==> config.mk <==
export PLATFORM = sky130hd
export DESIGN_NAME = affine_cipher_53_symbol_unit
export DESIGN_NICKNAME = d
export VERILOG_FILES = /design/src/sv/afc53_pkg.sv /design/src/sv/afc53_front.sv /design/src/sv/afc53_mulmod.sv /design/src/sv/affine_cipher_53_symbol_unit.sv
export SDC_FILE = /design/constraint.sdc
export NUM_CORES = 1
export LEC_CHECK = 0
export ABC_AREA = 1
export BUFFER_PORTS_ARGS = -buffer_cell sky130_fd_sc_hd__buf_2
export CAP_MARGIN = 20
export CORE_UTILIZATION = 58
export CTS_BUF_LIST = sky130_fd_sc_hd__clkbuf_4 sky130_fd_sc_hd__clkbuf_8
export DETAILED_ROUTE_END_ITERATION = 7
export HOLD_SLACK_MARGIN = 0.06
export PLACE_DENSITY = 0.75
export SLEW_MARGIN = 10
export SYNTH_ARGS = -nofsm -noshare
export SYNTH_HDL_FRONTEND = slang
export SYNTH_HIERARCHICAL = 1
export SYNTH_SLANG_ARGS = --single-unit
==> constraint.sdc <==
create_clock -name clk -period 6.95 [get_ports clk]
set_clock_uncertainty 0.1 [all_clocks]
set_input_delay 1.0425 -clock clk [delete_from_list [all_inputs] [get_ports clk]]
set_output_delay 1.0425 -clock clk [all_outputs]
set_load 0.03 [all_outputs]
==> src/sv/afc53_pkg.sv <==
// shared types, constants and lookup functions for the 53-symbol affine cipher
// no dependencies
package afc53_pkg;

  // alphabet size and reciprocal for the modulo reduction
  localparam int SymCount   = 53;
  localparam int SymW       = 6;
  localparam int ProdW      = 12;
  localparam int RecipShift = 16;
  localparam logic [10:0] RECIP = 11'd1236;

  // configuration register indexes
  localparam int CfgIdxW = 2;
  localparam logic [CfgIdxW-1:0] REG_KEY_MULT     = 2'd0;
  localparam logic [CfgIdxW-1:0] REG_KEY_ADD      = 2'd1;
  localparam logic [CfgIdxW-1:0] REG_DECRYPT_MODE = 2'd2;

  localparam logic [SymW-1:0] SYM_MAX   = 6'd53;
  localparam logic [SymW-1:0] SYM_SPACE = 6'd26;
  localparam logic [SymW-1:0] SYM_UPPER = 6'd27;

  // multiplicative inverses modulo 53, entry 0 has none
  localparam logic [SymW-1:0] INV_TABLE [0:63] = '{
    6'd0,  6'd1,  6'd27, 6'd18, 6'd40, 6'd32, 6'd9,  6'd38,
    6'd20, 6'd6,  6'd16, 6'd29, 6'd31, 6'd49, 6'd19, 6'd46,
    6'd10, 6'd25, 6'd3,  6'd14, 6'd8,  6'd48, 6'd41, 6'd30,
    6'd42, 6'd17, 6'd51, 6'd2,  6'd36, 6'd11, 6'd23, 6'd12,
    6'd5,  6'd45, 6'd39, 6'd50, 6'd28, 6'd43, 6'd7,  6'd34,
    6'd4,  6'd22, 6'd24, 6'd37, 6'd47, 6'd33, 6'd15, 6'd44,
    6'd21, 6'd13, 6'd35, 6'd26, 6'd52, 6'd0,  6'd0,  6'd0,
    6'd0,  6'd0,  6'd0,  6'd0,  6'd0,  6'd0,  6'd0,  6'd0
  };

  // sideband that travels with each byte
  typedef struct packed {
    logic [7:0] ch;
    logic       last;
    logic       sym;
    logic       bad;
  } afc53_side_t;

  // operands of the multiply-add
  typedef struct packed {
    logic [SymW-1:0] mult;
    logic [SymW-1:0] idx;
    logic [SymW-1:0] offs;
  } afc53_op_t;

  // reduce a 6-bit key modulo 53
  function automatic logic [SymW-1:0] key_reduce(input logic [SymW-1:0] k);
    key_reduce = (k >= SYM_MAX) ? k - SYM_MAX : k;
  endfunction

  // alphabet index of a byte
  function automatic logic [SymW-1:0] sym_index(input logic [7:0] c);
    logic [7:0] t;
    t = 8'd0;
    if (c >= 8'h61 && c <= 8'h7a) t = c - 8'h61;
    else if (c == 8'h20) t = {2'b00, SYM_SPACE};
    else if (c >= 8'h41 && c <= 8'h5a) t = c - 8'h41 + {2'b00, SYM_UPPER};
    sym_index = t[SymW-1:0];
  endfunction

  // byte is an alphabet symbol
  function automatic logic sym_valid(input logic [7:0] c);
    sym_valid = (c >= 8'h61 && c <= 8'h7a) || (c == 8'h20) ||
                (c >= 8'h41 && c <= 8'h5a);
  endfunction

  // byte for an alphabet index
  function automatic logic [7:0] sym_char(input logic [SymW-1:0] k);
    if (k < SYM_SPACE) sym_char = 8'h61 + {2'b00, k};
    else if (k == SYM_SPACE) sym_char = 8'h20;
    else sym_char = 8'h41 + {2'b00, k} - {2'b00, SYM_UPPER};
  endfunction

endpackage

==> src/sv/afc53_front.sv <==
// front stages: symbol decode, key reduction and operand selection
// depends on afc53_pkg
module afc53_front (
  input  logic                     clk,
  input  logic                     rst,
  input  logic                     in_valid,
  input  logic [7:0]               char_in,
  input  logic                     is_last,
  input  logic [5:0]               key_mult,
  input  logic [5:0]               key_add,
  input  logic                     decrypt_mode,
  output logic                     op_valid,
  output afc53_pkg::afc53_op_t     op,
  output afc53_pkg::afc53_side_t   side
);
  import afc53_pkg::*;

  logic              s1_valid;
  afc53_side_t       s1_side;
  logic [SymW-1:0]   s1_idx;
  logic [SymW-1:0]   s1_a;
  logic [SymW-1:0]   s1_b;
  logic              s1_dec;

  logic [SymW-1:0]   a_red;
  logic [SymW:0]     diff;
  logic [SymW-1:0]   diff_red;

  assign a_red = key_reduce(key_mult);

  // stage 1: decode byte, reduce keys
  always_ff @(posedge clk) begin
    if (rst) begin
      s1_valid <= 1'b0;
    end else begin
      s1_valid <= in_valid;
    end
    s1_side.ch   <= char_in;
    s1_side.last <= is_last;
    s1_side.sym  <= sym_valid(char_in);
    s1_side.bad  <= (a_red == '0);
    s1_idx       <= sym_index(char_in);
    s1_a         <= a_red;
    s1_b         <= key_reduce(key_add);
    s1_dec       <= decrypt_mode;
  end

  // (j - b) mod 53 for decryption
  assign diff     = {1'b0, s1_idx} + {1'b0, SYM_MAX} - {1'b0, s1_b};
  assign diff_red = (diff >= {1'b0, SYM_MAX}) ? diff[SymW-1:0] - SYM_MAX : diff[SymW-1:0];

  // stage 2: pick multiplier, index and offset for the mode
  always_ff @(posedge clk) begin
    if (rst) begin
      op_valid <= 1'b0;
    end else begin
      op_valid <= s1_valid;
    end
    side <= s1_side;
    if (s1_dec) begin
      op.mult <= INV_TABLE[s1_a];
      op.idx  <= diff_red;
      op.offs <= '0;
    end else begin
      op.mult <= s1_a;
      op.idx  <= s1_idx;
      op.offs <= s1_b;
    end
  end

endmodule

==> src/sv/afc53_mulmod.sv <==
// back stages: multiply-add, modulo 53 by reciprocal, symbol lookup
// depends on afc53_pkg
module afc53_mulmod (
  input  logic                     clk,
  input  logic                     rst,
  input  logic                     op_valid,
  input  afc53_pkg::afc53_op_t     op,
  input  afc53_pkg::afc53_side_t   side,
  output logic                     done,
  output logic [7:0]               char_out,
  output logic                     last_out,
  output logic                     in_alphabet,
  output logic                     key_invalid
);
  import afc53_pkg::*;

  logic              v3, v4;
  afc53_side_t       side3, side4;
  logic [ProdW-1:0]  p3, p4;
  logic [SymW-1:0]   q4;
  logic [22:0]       qprod;
  logic [ProdW-1:0]  qm;
  logic [ProdW-1:0]  rem_raw;
  logic [SymW:0]     rem7;
  logic [SymW-1:0]   k;

  // stage 3: m*j + offset
  always_ff @(posedge clk) begin
    if (rst) begin
      v3 <= 1'b0;
    end else begin
      v3 <= op_valid;
    end
    side3 <= side;
    p3    <= {{(ProdW-SymW){1'b0}}, op.mult} * {{(ProdW-SymW){1'b0}}, op.idx} +
             {{(ProdW-SymW){1'b0}}, op.offs};
  end

  // stage 4: quotient estimate, low by at most one
  assign qprod = {11'd0, p3} * {12'd0, RECIP};

  always_ff @(posedge clk) begin
    if (rst) begin
      v4 <= 1'b0;
    end else begin
      v4 <= v3;
    end
    side4 <= side3;
    p4    <= p3;
    q4    <= qprod[RecipShift +: SymW];
  end

  // remainder with one correction step
  assign qm      = {{(ProdW-SymW){1'b0}}, q4} * {{(ProdW-SymW){1'b0}}, SYM_MAX};
  assign rem_raw = p4 - qm;
  assign rem7    = rem_raw[SymW:0];
  assign k       = (rem7 >= {1'b0, SYM_MAX}) ? rem7[SymW-1:0] - SYM_MAX : rem7[SymW-1:0];

  // stage 5: result register
  always_ff @(posedge clk) begin
    if (rst) begin
      done <= 1'b0;
    end else begin
      done <= v4;
    end
    char_out    <= (side4.sym && !side4.bad) ? sym_char(k) : side4.ch;
    last_out    <= side4.last;
    in_alphabet <= side4.sym;
    key_invalid <= side4.bad;
  end

endmodule

==> src/sv/affine_cipher_53_symbol_unit.sv <==
// affine cipher over a 53-symbol alphabet, top level with key registers
// throughput: one byte every cycle
// the five pipeline registers lie between start and done; busy stays low, results are not held
// synchronous reset clears valid bits and sets keys to a=1, b=0, encrypt
// depends on afc53_pkg, afc53_front, afc53_mulmod
module affine_cipher_53_symbol_unit (
  input  logic                              clk,
  input  logic                              rst,
  input  logic                              start,
  output logic                              busy,
  input  logic [7:0]                        char_in,
  input  logic                              is_last,
  input  logic                              cfg_valid,
  output logic                              cfg_ready,
  input  logic [afc53_pkg::CfgIdxW-1:0]     cfg_index,
  input  logic [5:0]                        cfg_data,
  output logic                              done,
  output logic [7:0]                        char_out,
  output logic                              last_out,
  output logic                              in_alphabet,
  output logic                              key_invalid
);
  import afc53_pkg::*;

  logic [5:0]   key_mult;
  logic [5:0]   key_add;
  logic         decrypt_mode;
  logic         op_valid;
  afc53_op_t    op;
  afc53_side_t  side;

  assign busy      = 1'b0;
  assign cfg_ready = 1'b1;

  // key registers, written on a config transfer
  always_ff @(posedge clk) begin
    if (rst) begin
      key_mult     <= 6'd1;
      key_add      <= 6'd0;
      decrypt_mode <= 1'b0;
    end else if (cfg_valid && cfg_ready) begin
      case (cfg_index)
        REG_KEY_MULT:     key_mult     <= cfg_data;
        REG_KEY_ADD:      key_add      <= cfg_data;
        REG_DECRYPT_MODE: decrypt_mode <= cfg_data[0];
        default: ;
      endcase
    end
  end

  // decode and operand stages
  afc53_front u_front (
    .clk          (clk),
    .rst          (rst),
    .in_valid     (start && !busy),
    .char_in      (char_in),
    .is_last      (is_last),
    .key_mult     (key_mult),
    .key_add      (key_add),
    .decrypt_mode (decrypt_mode),
    .op_valid     (op_valid),
    .op           (op),
    .side         (side)
  );

  // arithmetic and result stages
  afc53_mulmod u_mulmod (
    .clk         (clk),
    .rst         (rst),
    .op_valid    (op_valid),
    .op          (op),
    .side        (side),
    .done        (done),
    .char_out    (char_out),
    .last_out    (last_out),
    .in_alphabet (in_alphabet),
    .key_invalid (key_invalid)
  );

endmodule
==> results of run 1 <==
==> layout by cell type (no fill, tap or decap), drive strengths merged <==
cell,Yosys,layout
xnor2,11,11
fa,49,49
a31oi,3,3
nand4,7,7
inv,234,243
nand2,286,286
o21ai,43,43
ha,138,138
a21oi,44,44
conb,2,2
dfxtp,135,135
a22o,1,1
clkbuf,3,17
buf,15,32
o41ai,1,1
a41oi,1,1
a21o,1,1
o21a,4,4
clkinv,0,6
o311ai,2,2
o2111ai,3,3
a311oi,1,1
or2,4,4
a211oi,1,1
nor2,74,74
o21bai,1,1
xor2,30,30
nand3b,4,4
nor3,3,3
o22ai,1,1
o211ai,2,2
nand3,81,81
==> registers in the layout (all words and copies together) (netlist names), 6 cells and up <==
signal / flops
u_mulmod/char_out: 8
u_front/side: 11
u_mulmod/p3: 12
u_front/s1_b: 6
key_mult: 6
u_mulmod/q4: 6
u_mulmod/side4: 11
u_front/s1_a: 6
u_front/s1_side: 11
key_add: 6
u_mulmod/side3: 11
u_mulmod/p4: 7
u_front/s1_idx: 6
u_front/op: 18
==> cell families (layout without fill, tap and decap cells) <==
logic type	Yosys count	count (layout)
compound gates	109	109
xor+xnor	41	41
fa+ha+maj	187	187
buf+inv	252	298
flops	135	135
other cells	2	2
simple gates	459	459
==> cell type report <==
class	instances	area, sq um
clock buffer	17	234
clock inverter	15	194
fill	1390	5670
inverter	234	878
multi-input combinational	798	5780
sequential	135	2700
tap	216	270
timing repair buffer	32	160
==> per-stage QoR <==
stage | hold WS (ns) | setup WS [ns] | instances | utilization, %
3_5_place_dp | 0.212 | 2.70 | 1415 | 61.6
3_3_place_gp | 0.210 | 2.82 | 1415 | 61.6
6_report | 0.227 | 2.64 | 1447 | 64.3
2_1_floorplan | 0.210 | 2.98 | 1185 | -
5_1_grt | 0.224 | 2.33 | 1447 | 64.3
4_1_cts | 0.227 | 2.67 | 1447 | 64.3
==> how the worst max path moves through the flow <==
stage                                        end                    from  depth (start not counted)
finish                   u_mulmod/p3[11]$_DFF_P_  u_front/op[14]$_DFF_P_                         19
detailed placement  u_mulmod/char_out[3]$_DFF_P_  u_mulmod/q4[0]$_DFF_P_                         24
CTS                      u_mulmod/p3[10]$_DFF_P_  u_front/op[12]$_DFF_P_                         16
floorplan                u_mulmod/p3[10]$_DFF_P_  u_front/op[12]$_DFF_P_                         16
global route             u_mulmod/p3[11]$_DFF_P_  u_front/op[14]$_DFF_P_                         19
global placement    u_mulmod/char_out[3]$_DFF_P_  u_mulmod/q4[0]$_DFF_P_                         24
==> metal layers <==
layer | vias up | track usage, %
met5 | - | 0
met2 | 130 | 38.4
li1 | 3758 | -
met1 | 3224 | 27.0
met4 | 0 | 9.30
met3 | 35 | 3.61
==> critical path, stage by stage (launching register included) <==
cell and delay [ns]:
dfxtp_1 0.42, nand2_1 0.12, fa_1 0.54, inv_1 0.04
ha_1 0.26, inv_1 0.05, fa_1 0.49, fa_1 0.51
inv_1 0.04, ha_1 0.34, a21oi_1 0.18, nand2_1 0.12
a21oi_1 0.13, o21ai_0 0.13, nand2_1 0.10, nand2_1 0.06
a21oi_1 0.20, o21ai_0 0.11, a21oi_1 0.16, xor2_1 0.14
==> metrics.csv, run 1 <==
metric;value;unit
rows;46;
dieArea;16800;sq um
arrival;4.60;ns
postLayoutCellArea;10200;sq um
first_pass_iters;5;
worst_pin_slew;0.725;ns
rr_startpoint;u_front/op[14]$_DFF_P_;
area_growth;7.93;%
post-dp-hpwl;13.6;mm
root_buffer;clkbuf_8;
highest_layer;met4;
drive_above_1_share;9.42;%
met1Wirelength;7.88;mm
clock-sinks;135;
port_buffers;32;
synth_compound_area_share;6.62;%
critPathKind;reg2reg;
fp.dieH;130;microns
clk_pin_slew;0.10;ns
cts_setup_buffers;0;
synthMuxAreaShare;0;%
antenna_found_initial;0;
initial_core_util;59.6;%
drc_errors;0;
synth_adder_area_share;28.6;%
io_pins;35;
outcome;finished clean;
postSynthAreaPerCell;7.99;sq um
min_path_type;reg2reg;
cts_made_buffers;17;
maxSlewHeadroom;51.5;%
setup_tns;0;ns
slew_violations;0;
syn-cell-area;9470;sq um
yosysWarnings;6;
synthXorXnorAreaFrac;4.11;%
ys_seq_area_share;28.5;%
synthFlopType;dfxtp_1;
routed_wl;17.1;mm
setup_viol;0;
drt-wirelength-per-cell;11.8;microns
drtIter0Drc;536;
required;7.24;ns
synth_commonest_cells;nand2_1 (264), inv_1 (222), ha_1 (138), dfxtp_1 (135), nand3_1 (75);
synth_edf_count;0;
async_flop_share;0;%
clockBufferDepth;2;
fin_crit_sh;62.0;%
post-route-min-period;4.31;ns
grt_overflow;0;
r2r-end;u_mulmod/p3[11]$_DFF_P_;
hold_depth;0;
coreArea;15900;sq um
hold_viol_final;0;
synth_top_family_by_area;adder cells;
path_max_fanout;6;
h-tree-depth;4;
dr_total_vias;7147;
hold_buffers;0;
synth_area_leaders;dfxtp_1 (29%), ha_1 (18%), nand2_1 (10%);
synth.net_count;1393;
synth_cell_types;50;
rsz0062_at_grt;no;
track_usage;22.0;%
wl_met3;473;microns
place_congestion;0.920;
antennaDiodeCount;0;
r2r_cells;19;
r2r_setup_slack;2.64;ns
maxCapViolCount;0;
die_w;130;microns
cts_tree;built;
synth_cells;1185;
ant_nets;0;
synth_simple_gate_area_share;21.6;%
holdCritStartpoint;u_front/side[4]$_DFF_P_;
fmax;232;MHz
placed_area;9790;sq um
grt_pass1_wl;29.6;mm
synth.most_common_cell;nand2_1;
cts_resized;0;
dr_wl_met2;8.27;mm
post-synth-top-area-cell;dfxtp_1;
cp-start-kind;flip-flop;
viasPerCell;4.94;
final_nets;1426;
clk_latency;0.45;ns
synth_top_area_share;28.5;%
synth_seq_cells;135;
worstHoldEndpoint;u_mulmod/side3[4]$_DFF_P_;
critPathCaptureType;flip-flop;
first_global_vias;6853;
grt_start_max_net_pins;20;
Power of run 1 is not shown: default switching activity piles up to over one toggle a cycle in this logic, so the estimate is an artifact.
==> run 2, diff against run 1 <==
--- a/config.mk
+++ b/config.mk
@@ -5,7 +5,7 @@
 export SDC_FILE = /design/constraint.sdc
 export NUM_CORES = 1
 export LEC_CHECK = 0
-export ABC_AREA = 1
+export ABC_AREA = 0
 export BUFFER_PORTS_ARGS = -buffer_cell sky130_fd_sc_hd__buf_2
 export CAP_MARGIN = 20
 export CORE_UTILIZATION = 58
==> constraint.sdc (replaced) <==
create_clock -name clk -period 4.3 [get_ports clk]
set_clock_uncertainty 0.1 [all_clocks]
set_input_delay 0.645 -clock clk [delete_from_list [all_inputs] [get_ports clk]]
set_output_delay 0.645 -clock clk [all_outputs]
set_load 0.03 [all_outputs]
==> run 2 against run 1 <==
Against the previous run: global-route usage decreased by 1.1 points; synthesized cell count decreased by 19%; final cell count decreased by 15%; fmax increased by 1.3%; worst setup slack got worse by 2.6 ns; via count decreased by 9.5%; non-clock buffer count increased by 22; final area increased by 0.62%; sequential share of layout area about the same; largest cell class unchanged.
==> metrics.csv, run 2 <==
metric;value;unit;change
initial_core_util;59.9;%;+0.33 points
outcome;finished clean;;
hold_buffers;0;;unchanged
grt_overflow;0;;unchanged
hold_viol_final;0;;unchanged
critPathKind;reg2reg;;
hold_slack;0.201;ns;-0.0255 ns
synth.net_count;1165;;-16%
synth_cell_types;71;;+42%
post-route-min-period;4.25;ns;-0.0554 ns
rows;45;;-2.2%
placed_cells;1193;;-16%
maxSlewHeadroom;55.0;%;+3.5 points
h-tree-depth;4;;unchanged
place_congestion;0.883;;-4.0%
clock-sinks;135;;unchanged
ff_latch_area;2720;sq um;+0.69%
die_w;128;microns;-1.5%
cp-start-kind;flip-flop;;
track_usage;20.9;%;-1.1 points
critPathCaptureType;flip-flop;;
synth_seq_cells;135;;unchanged
multi_input_area;5990;sq um;+3.6%
synth_simple_gate_area_share;12.7;%;-8.9 points
placed_area;9610;sq um;-1.8%
synth_commonest_cells;inv_1 (141), ha_1 (138), dfxtp_1 (135), nand2_1 (64), fa_1 (49);;
first_global_vias;6406;;-6.5%
synth_top_family_by_area;adder cells;;
postSynthAreaPerCell;9.59;sq um;+20%
io_pins;35;;unchanged
postLayoutCellArea;10300;sq um;+0.62%
final_util;67.1;%;+2.8 points
synth_adder_area_share;29.5;%;+0.90 points
power;5.72;mW;
ant_nets;0;;unchanged
layout_commonest_cell;inv_1;;
viasPerCell;5.26;;+6.5%
antenna_found_initial;0;;unchanged
coreArea;15300;sq um;-3.6%
first_pass_iters;5;;unchanged
final_cell_mix;inv_1 (139), ha_1 (132), dfxtp_1 (120);;
synth_compound_area_share;12.6;%;+5.9 points
fin_crit_sh;98.9;%;+37 points
synth_edf_count;0;;unchanged
clk_pin_slew;0.09;ns;about the same
cts_made_buffers;17;;unchanged
peakVddDrop;0.575;mV;
fillers;1217;;-12%
root_buffer;clkbuf_8;;
post-synth-top-area-cell;dfxtp_1;;
drtIter0Drc;314;;-41%
port_buffers;32;;unchanged
clk_latency;0.44;ns;about the same
worst_pin_slew;0.675;ns;-0.0504 ns
slew_violations;0;;unchanged
ys_seq_area_share;29.4;%;+0.90 points
fp.dieH;128;microns;-1.5%
synthMuxAreaShare;3.86;%;+3.9 points
largest_register_ffs;18;;unchanged
rsz0062_at_grt;yes;;
synth_top_area_share;29.4;%;+0.90 points
p_per_area;556;nW/um^2;
drive_above_1_share;14.8;%;+5.4 points
synth_cells;957;;-19%
drt-wirelength-per-cell;13.0;microns;+11%
synthFlopType;dfxtp_1;;
leakage;4.95;nW;
antennaDiodeCount;0;;unchanged
fmax;235;MHz;+1.3%
cts_tree;built;;
arrival;4.53;ns;-0.07 ns
dieArea;16300;sq um;-3.0%
async_flop_share;0;%;unchanged
drc_errors;0;;unchanged
final_cells;1230;;-15%
setup_viol;0;;unchanged
min_path_type;in2reg;;
reg.largest.list;u_front/op: 18 flops, u_mulmod/p3: 12 flops;;
largest-register;u_front/op;;
synth_area_leaders;dfxtp_1 (29%), ha_1 (19%), fa_1 (11%);;
final_nets;1214;;-15%
yosysWarnings;6;;unchanged
routed_wl;16.0;mm;-5.9%
clockBufferDepth;2;;unchanged
synthXorXnorAreaFrac;4.61;%;+0.50 points
maxCapViolCount;0;;unchanged
path_max_fanout;7;;+1
grt_start_max_net_pins;34;;+70%
syn-cell-area;9180;sq um;-3.1%
synth.most_common_cell;inv_1;;
dr_total_vias;6471;;-9.5%
grt_pass1_wl;27.6;mm;-6.9%
area_growth;12.0;%;
required;4.58;ns;-2.66 ns
post-dp-hpwl;12.2;mm;-9.8%
## run 2: repair_timing
action | CTS | global route
pin swaps | 6 | 15
endpoints found under the setup margin | 4 | 14
gates resized for setup | 6 | 40
gates cloned | 0 | 0
endpoints found under the hold margin | 0 | 0
buffers inserted | 2 | 2
## run 2: per-stage QoR
step	setup TNS, ns	setup slack, ns
after floorplan	0	0.0307
after global placement	-0.0344	-0.0182
after detailed placement	-0.193	-0.0594
after CTS	0	0.00382
after global routing	-0.101	-0.0812
final	0	0.0472
## run 2: power by group
part,leakage (nW),total (mW),internal (mW),switching (mW)
combinational,3.61,3.17,1.41,1.77
sequential,1.12,1.43,1.36,0.0673
clock,0.223,1.12,0.556,0.560
## run 2: layout make-up
cell class | count | area share (%)
flip-flops and latches | 135 | 26.5
multi-input cells | 656 | 58.2
well taps | 211 | 2.57
clock inverters | 15 | 1.98
repair buffers | 54 | 3.31
clock buffers | 17 | 2.28
inverters | 142 | 5.18
## run 2: worst max-delay path, stage by stage, from the launching register on
cell and delay, ns:
dfxtp_2 0.34, ha_4 0.27, ha_4 0.20, fa_1 0.51
inv_2 0.04, fa_1 0.56, ha_4 0.24, nor3b_4 0.15
a221oi_2 0.26, o311ai_4 0.21, or3_1 0.40, o21a_2 0.27
o21a_1 0.15, or3_1 0.38, a21oi_1 0.14
## run 2: path summary, 6_finish.rpt
| kind | slack, ns | end | cells after the start | start |
|---|---|---|---|---|
| worst max register to register | 0.05 | u_mulmod/char_out[2]$_DFF_P_ | 14 | u_mulmod/q4[3]$_DFF_P_ |
| worst min register to register | 0.22 | u_front/side[1]$_DFF_P_ | 0 | u_front/s1_side[1]$_DFF_P_ |
| worst min-delay path | 0.20 | u_front/s1_side[2]$_DFF_P_ | 1 | is_last |
| worst max-delay path | 0.05 | u_mulmod/char_out[2]$_DFF_P_ | 14 | u_mulmod/q4[3]$_DFF_P_ |
## run 2: cell families after synthesis
kind of cell             after synthesis
multiplexers                          29
XOR/XNOR                              45
AND/OR/NAND/NOR                      224
other                                  2
AO/OA/AOI/OAI                        169
buffers and inverters                166
flip-flops                           135
adder cells (fa/ha/maj)              187
## run 2: metal layers
metal,up-vias,wire (microns),global-route usage (%)
li1,3304,-,-
met1,3028,7200,25.2
met2,122,8090,37.1
met3,17,498,4.09
met4,0,252,7.27
met5,-,0,0
Power figures use the tool's default switching activity.
==> run 3, diff against run 2 <==
--- a/config.mk
+++ b/config.mk
@@ -8,6 +8,7 @@
 export ABC_AREA = 0
 export BUFFER_PORTS_ARGS = -buffer_cell sky130_fd_sc_hd__buf_2
 export CAP_MARGIN = 20
+export CORE_ASPECT_RATIO = 2
 export CORE_UTILIZATION = 58
 export CTS_BUF_LIST = sky130_fd_sc_hd__clkbuf_4 sky130_fd_sc_hd__clkbuf_8
 export DETAILED_ROUTE_END_ITERATION = 7
==> run 3 against run 2 <==
Against the previous run: register-to-register slack gained 0.10 ns; non-clock buffer count grew 17; first-iteration DRC count shrank 50%; sequential share of layout area shrank 0.33 points; hold slack lost 0.0012 ns; sequential power is essentially flat; worst setup slack gained 0.10 ns; core utilization grew 0.49 points; die area grew 0.19%; sequential cell count is the same; largest power group unchanged.
==> metrics.csv, run 3 (same netlist as run 2, synthesis figures left out) <==
metric;value;unit;change
outcome;finished clean;;
antenna_found_initial;0;;unchanged
min_path_type;in2reg;;
drive_above_1_share;16.0;%;+1.2 points
final_cells;1234;;+0.33%
layout_commonest_cell;inv_1;;
path_max_fanout;5;;-2
dr_total_vias;6669;;+3.1%
setup_viol;0;;unchanged
die_w;90.9;microns;-29%
coreArea;15400;sq um;+0.39%
cp-start-kind;flip-flop;;
antennaDiodeCount;0;;unchanged
area_growth;13.3;%;
leakage;5.03;nW;+1.5%
post-dp-hpwl;14.3;mm;+17%
routed_wl;17.9;mm;+12%
viasPerCell;5.40;;+2.7%
drt-wirelength-per-cell;14.5;microns;+11%
first_pass_iters;8;;+3
track_usage;23.0;%;+2.1 points
port_buffers;32;;unchanged
largest_register_ffs;18;;unchanged
power;6.05;mW;+5.9%
grt_pass1_wl;30.2;mm;+9.3%
fmax;241;MHz;+2.5%
critPathCaptureType;flip-flop;;
rows;64;;+42%
dieArea;16400;sq um;+0.19%
clk_latency;0.45;ns;about the same
fp.dieH;180;microns;+41%
maxCapViolCount;0;;unchanged
placed_cells;1196;;+0.25%
slew_violations;0;;unchanged
clk_pin_slew;0.08;ns;about the same
cts_made_buffers;17;;unchanged
ant_nets;0;;unchanged
arrival;4.45;ns;-0.08 ns
root_buffer;clkbuf_8;;
hold_viol_final;0;;unchanged
drtIter0Drc;158;;-50%
reg.largest.list;u_front/op: 18 flops, u_mulmod/p3: 12 flops;;
final_cell_mix;inv_1 (140), ha_1 (132), dfxtp_1 (123);;
largest-register;u_front/op;;
drc_errors;0;;unchanged
initial_core_util;59.7;%;-0.23 points
maxSlewHeadroom;55.1;%;+0.11 points
io_pins;35;;unchanged
grt_start_max_net_pins;34;;unchanged
first_global_vias;7114;;+11%
startpoint;u_mulmod/q4[0]$_DFF_P_;;
hold_buffers;0;;unchanged
holdCritStartpoint;is_last;;
fin_crit_sh;96.5;%;-2.4 points
clock-sinks;135;;unchanged
required;4.60;ns;+0.02 ns
final_nets;1231;;+1.4%
peakVddDrop;0.499;mV;-13%
cts_tree;built;;
p_per_area;582;nW/um^2;+4.7%
grt_overflow;0;;unchanged
h-tree-depth;4;;unchanged
critPathKind;reg2reg;;
post-route-min-period;4.15;ns;-0.102 ns
rsz0062_at_grt;yes;;
hold_slack;0.200;ns;-0.00119 ns
rr_startpoint;u_mulmod/q4[0]$_DFF_P_;;
worst_pin_slew;0.673;ns;-0.00157 ns
clockBufferDepth;2;;unchanged
place_congestion;0.836;;-5.3%
[run 3: per-layer routing]
layer | wire length [microns] | global-route usage, % | vias to the layer above
li1 | - | - | 3329
met1 | 5890 | 18.1 | 3194
met2 | 11000 | 49.7 | 103
met3 | 370 | 3.60 | 43
met4 | 634 | 12.3 | 0
met5 | 0 | 0 | -
[run 3: cell type report]
| type | count | area [sq um] |
|---|---|---|
| fillers | 1232 | 4980 |
| well taps | 198 | 248 |
| inverters | 142 | 536 |
| flip-flops and latches | 135 | 2720 |
| repair buffers | 71 | 464 |
| multi-input cells | 656 | 6000 |
| clock buffers | 18 | 241 |
| clock inverters | 14 | 190 |
[run 3: worst paths after layout]
check                                                     to  slack (ns)  cells after the start
worst min-delay path              u_front/s1_side[2]$_DFF_P_        0.20                      1
worst max-delay path            u_mulmod/char_out[2]$_DFF_P_        0.15                     15
worst min register to register     u_mulmod/side4[3]$_DFF_P_        0.23                      0
worst max register to register  u_mulmod/char_out[2]$_DFF_P_        0.15                     15
[run 3: power breakdown]
group	switching [mW]	total (mW)	internal, mW
clock network	0.533	1.13	0.596
registers	0.0641	1.42	1.36
logic	1.90	3.50	1.60
[run 3: worst max-delay path, stage by stage (launching register included)]
cell      delay (ns)
dfxtp_2         0.34
ha_4            0.24
ha_4            0.23
fa_1            0.48
inv_1           0.05
fa_1            0.50
ha_4            0.36
nand2b_4        0.07
o311ai_4        0.37
nand3_4         0.16
a21oi_4         0.19
xnor2_2         0.14
inv_1           0.08
ha_1            0.27
or3_4           0.38
a21oi_2         0.13
[run 3: stage by stage]
step           cell area, sq um  utilization [%]  setup WS (ns)  setup TNS, ns
2_1_floorplan              9190                -         0.0307              0
3_3_place_gp               9720             63.2        -0.0716         -0.221
3_5_place_dp               9720             63.2         -0.132         -0.569
4_1_cts                   10200             66.4         0.0151              0
5_1_grt                   10400             67.6        -0.0587         -0.109
6_report                  10400             67.6          0.149              0
[run 3: repair_timing]
item | in CTS | in global routing
gates cloned | 0 | 0
pin swaps | 6 | 19
resized for setup | 6 | 37
buffers inserted | 1 | 4
endpoints found under the setup margin | 8 | 15
